===== src/rtl/core/swtm_pkg.sv =====
// Shared constants, widths and codes for the sliding-window trimmed mean.
// Used by the interfaces, the serial divider and the top level.
package swtm_pkg;

  localparam int WINDOW_DEPTH = 256;
  localparam int SAMPLE_BITS  = 16;
  localparam int ADDR_BITS    = $clog2(WINDOW_DEPTH);
  localparam int CNT_BITS     = ADDR_BITS + 1;
  localparam int SUM_BITS     = SAMPLE_BITS + ADDR_BITS;
  localparam int DIV_CNT_BITS = $clog2(SUM_BITS + 1);

  // Configuration register widths and indexes.
  localparam int WLEN_BITS    = 9;
  localparam int TRIM_BITS    = 7;
  localparam int CFG_IDX_BITS = 2;
  localparam int CFG_DATA_BITS = 9;
  localparam logic [CFG_IDX_BITS-1:0] CFG_WINDOW_LENGTH = 2'd0;
  localparam logic [CFG_IDX_BITS-1:0] CFG_TRIM_COUNT    = 2'd1;

  // Result status codes.
  localparam int STATUS_BITS = 2;
  localparam logic [STATUS_BITS-1:0] STATUS_FILLING = 2'd0;
  localparam logic [STATUS_BITS-1:0] STATUS_VALID   = 2'd1;
  localparam logic [STATUS_BITS-1:0] STATUS_BAD_CFG = 2'd2;

endpackage


===== src/rtl/core/swtm_div.sv =====
// Restoring serial divider, one quotient bit per cycle.
// Depends on swtm_pkg for the dividend and divisor widths.
module swtm_div (
  input  logic                           clk,
  input  logic                           rst_n,
  input  logic                           start,
  input  logic [swtm_pkg::SUM_BITS-1:0]  dividend,
  input  logic [swtm_pkg::CNT_BITS-1:0]  divisor,
  output logic                           done,
  output logic [swtm_pkg::SUM_BITS-1:0]  quotient
);

  logic                              busy_r, busy_nxt;
  logic                              done_r, done_nxt;
  logic [swtm_pkg::DIV_CNT_BITS-1:0] cnt_r, cnt_nxt;
  logic [swtm_pkg::SUM_BITS-1:0]     quo_r, quo_nxt;
  logic [swtm_pkg::CNT_BITS-1:0]     rem_r, rem_nxt;
  logic [swtm_pkg::CNT_BITS-1:0]     div_r, div_nxt;
  logic [swtm_pkg::CNT_BITS:0]       rem_sh;
  logic                              fits;

  // One restoring step: shift in the next dividend bit and try a subtract.
  always_comb begin
    rem_sh   = {rem_r, quo_r[swtm_pkg::SUM_BITS-1]};
    fits     = rem_sh >= {1'b0, div_r};
    busy_nxt = busy_r;
    done_nxt = 1'b0;
    cnt_nxt  = cnt_r;
    quo_nxt  = quo_r;
    rem_nxt  = rem_r;
    div_nxt  = div_r;
    if (start) begin
      busy_nxt = 1'b1;
      cnt_nxt  = '0;
      quo_nxt  = dividend;
      rem_nxt  = '0;
      div_nxt  = divisor;
    end else if (busy_r) begin
      quo_nxt = {quo_r[swtm_pkg::SUM_BITS-2:0], fits};
      if (fits) begin
        rem_nxt = swtm_pkg::CNT_BITS'(rem_sh - {1'b0, div_r});
      end else begin
        rem_nxt = rem_sh[swtm_pkg::CNT_BITS-1:0];
      end
      cnt_nxt = cnt_r + 1'b1;
      if (cnt_r == swtm_pkg::DIV_CNT_BITS'(swtm_pkg::SUM_BITS - 1)) begin
        busy_nxt = 1'b0;
        done_nxt = 1'b1;
      end
    end
  end

  // Control state is reset; the datapath is not.
  always_ff @(posedge clk) begin
    if (!rst_n) begin
      busy_r <= 1'b0;
      done_r <= 1'b0;
    end else begin
      busy_r <= busy_nxt;
      done_r <= done_nxt;
    end
    cnt_r <= cnt_nxt;
    quo_r <= quo_nxt;
    rem_r <= rem_nxt;
    div_r <= div_nxt;
  end

  assign done     = done_r;
  assign quotient = quo_r;

endmodule


===== config.mk =====
export PLATFORM = sky130hd
export DESIGN_NAME = swtm_div
export DESIGN_NICKNAME = d
export VERILOG_FILES = /design/src/rtl/core/swtm_pkg.sv /design/src/rtl/core/swtm_div.sv
export SDC_FILE = /design/constraint.sdc
export NUM_CORES = 1
export LEC_CHECK = 0
export BUFFER_PORTS_ARGS = -buffer_cell sky130_fd_sc_hd__buf_2
export CAP_MARGIN = 0
export CORE_ASPECT_RATIO = 0.75
export CORE_MARGIN = 1.5
export CORE_UTILIZATION = 49
export DETAILED_ROUTE_END_ITERATION = 16
export GPL_ROUTABILITY_DRIVEN = 0
export PLACE_DENSITY_LB_ADDON = 0.05
export SYNTH_ARGS = -nofsm -noshare
export SYNTH_HDL_FRONTEND = slang
export SYNTH_SLANG_ARGS = --single-unit

===== constraint.sdc =====
create_clock -name clk -period 3.3 [get_ports clk]
set_input_delay 0.825 -clock clk [delete_from_list [all_inputs] [get_ports clk]]
set_output_delay 0.825 -clock clk [all_outputs]
set_load 0.01 [all_outputs]

==> metrics.txt <==
status=finished, final reports clean; fin cells=between 300 and 400; nets@finish=299; Async SR Flop Fraction=0%; GR Layer Usage met3=7.34%; proportion of layout cells with a drive suffix above 1=a little under two fifths; Crit path max-delay family=compound AO/OA/AOI/OAI gates; # H-tree levels=2; Avg Cell Area, Syn=around 13 µm²; cell taking the most area after synthesis=edfxtp_1; vias per cell=~5.2; Max rail drop VDD=about 290 µV; Pwr Total=1.29 mW; Placement Cell Area=between 2000 and 3000 µm²; I/O Pins=61; storage element area=~1300 µm²; Final ANT Viol Nets=0; # Max-Cap Violations=0; synth unique cells=38; TritonRoute pass-1 iters=4; RR Endpoint=rem_r[0]; drt first-iter violations=approximately 120; Worst setup SP type=flip-flop; clock buffer depth=2; Slew Limit Headroom=between 50 and 60%; worst setup path category=flip-flop to flip-flop; Setup TNS=0 ps; Post-CTS Hold Buffers=0; Starting Density=between 50% and 60%; share of the synthesized area in the top cell type=a little over two fifths; total gr overflow=0; GRT met1 Usage=28.7%; CP Max Fanout=15; M2 GR Usage=between 20% and 30%; synthesized net count=236; largest net degree at the start of global routing=29; site row count=21; Fillers=about 400; WL/cell=approximately 15 µm; Mapped Area=around 2400 µm²; Post-synth top flop=edfxtp_1; Synth Register Bits=between 40 and 50; number of gates resized after cts=0; top cells by area, synth=edfxtp_1, dfxtp_1, mux2_2; clock latency on the worst-skew pair=~310 ps; Die W=approximately 83 µm; Num CTS Buffers=5; Slew Viols, Final=0; clock-pin slew on the worst setup and hold paths=90 ps; initial antenna violation count=0; CP max stage cell=a211oi_4; endpoint class of the critical path=flip-flop; root buffer cell=clkbuf_8; CTS sink cnt=between 40 and 50; core area=4550 µm²; worst reg-to-reg path cell count=9; drt drc=0; Die H=approximately 63 µm; DR vias=roughly 1,600; Yosys warning count=0; area growth from synthesis to final layout=19.4%; Min-Delay Path Depth=2; post-layout min period=approximately 2700 ps; EDFF count, synth=33; top cells by count, synth=edfxtp_1, mux2_2, dfxtp_1, inv_1, nor2_1; multi-input logic area=just under 1000 µm²; Cells after DPL=between 300 and 400; power per cell area=approximately 450 nW/µm²; Fmax=374 MHz; Hold Path Class=flip-flop to flip-flop; Least-Margin Pin Slew=665 ps; Post-DP HPWL=approximately 3.4 mm; Total Wirelength=about 4.6 mm; post-route cell area=between 2000 and 3000 µm²; GRT Overall Usage=a little under a fifth; Hold Worst Slack=~480 ps; Hold Vio Cnt, Final=0; Crit path top cell by count=inv_1; die area=roughly 5300 µm²; Max Clock Skew=a little under 6 ps; CP Buf/Inv Count=2; r2r startpoint=quotient[23]; vias in the first global route=approximately 1,500; Tcrit/Tclk final=81.0%; RSZ-0062 raised after global routing=false; Leak=between 1 and 1.5 nW; top-count cell post-synth=edfxtp_1; CP max stage delay=roughly 630 ps; R2R Setup Slk=~630 ps; Hold EP=rem_r[6]; TritonCTS clock tree=done; Final WS setup=around 630 ps; Top Usage Layer GRT=met1; CP Cell Sequence=inv_1 > ha_1 > inv_1 > fa_1 > a211oi_2 > o31ai_2 > a211oi_4 > mux2i_1 > a22o_1; Setup Fix Bufs, Post-CTS=0; final setup vio count=0; first-pass GRT wire length=~7.6 mm; fin util=between 60% and 70%; PortBufs=60; worst slack, placed=roughly 660 ps; register area share after synthesis=between 50 and 60%; CP required=roughly 3500 ps; Gate Count Post-Synth=about 190; # diodes=0; hold_sp=rem_r[6]; Arrival @ worst endpoint=about 2900 ps
[state kept, by name, indices dropped and copies added (netlist names)]
register	cells
busy_r	1
cnt_r	5
div_r	9
done	1
quotient	24
rem_r	9
[logic make-up after synthesis]
kind of cell	after synthesis	share of synthesized area (%)
simple gates	37	7.59
compound gates	30	9.65
fa+ha+maj	11	6.12
mux	30	13.9
xor+xnor	10	3.69
buf+inv	22	3.80
flops	49	55.3
[worst max path at each step]
stage          cells after the start        to    startpoint
2_1_floorplan                     10  rem_r[6]  quotient[23]
3_3_place_gp                       9  rem_r[0]  quotient[23]
3_5_place_dp                       9  rem_r[0]  quotient[23]
4_1_cts                            9  rem_r[0]  quotient[23]
5_1_grt                            9  rem_r[1]  quotient[23]
6_report                           9  rem_r[0]  quotient[23]
[final cells by class]
cell class / instances / area share (%)
clock inverters: 3 / 0.619
flip-flops and latches: 49 / 46.3
multi-input cells: 118 / 34.3
clock buffers: 5 / 2.43
repair buffers: 63 / 11.8
inverters: 15 / 1.99
well taps: 57 / 2.52
[placed cells by master (no fill, tap or decap), types with 4 or more instances in the layout]
cell,synthesis,layout
a21oi_1,4,4
o21ai_0,6,6
ha_1,10,10
dfxtp_1,16,16
mux2i_1,7,7
mux2_2,23,23
nand2_1,9,9
xor2_1,7,7
buf_2,0,60
inv_1,15,15
nor2_1,11,11
clkbuf_8,0,5
edfxtp_1,33,33
[power by group]
| part | switching [mW] | leakage [nW] | internal, mW | total (mW) |
|---|---|---|---|---|
| clock network | 0.204 | 0.0455 | 0.147 | 0.351 |
| logic | 0.105 | 0.734 | 0.0977 | 0.203 |
| registers | 0.0232 | 0.460 | 0.709 | 0.733 |
[metal layers]
| metal | up-vias | part of all wire, % |
|---|---|---|
| met2 | 43 | 43 |
| met3 | 2 | 7.1 |
| met1 | 763 | 50 |
| li1 | 816 | - |
| met5 | - | 0 |
| met4 | 0 | 0.35 |
[tightest hold or removal path: cells and delay by family, from the launching register on]
kind               cells  cell delay [ps]
and+or+nand+nor        1               60
DFF                    1              340
AOI/OAI and AO/OA      1               50
Note: power is estimated with default switching activity, not from simulation.
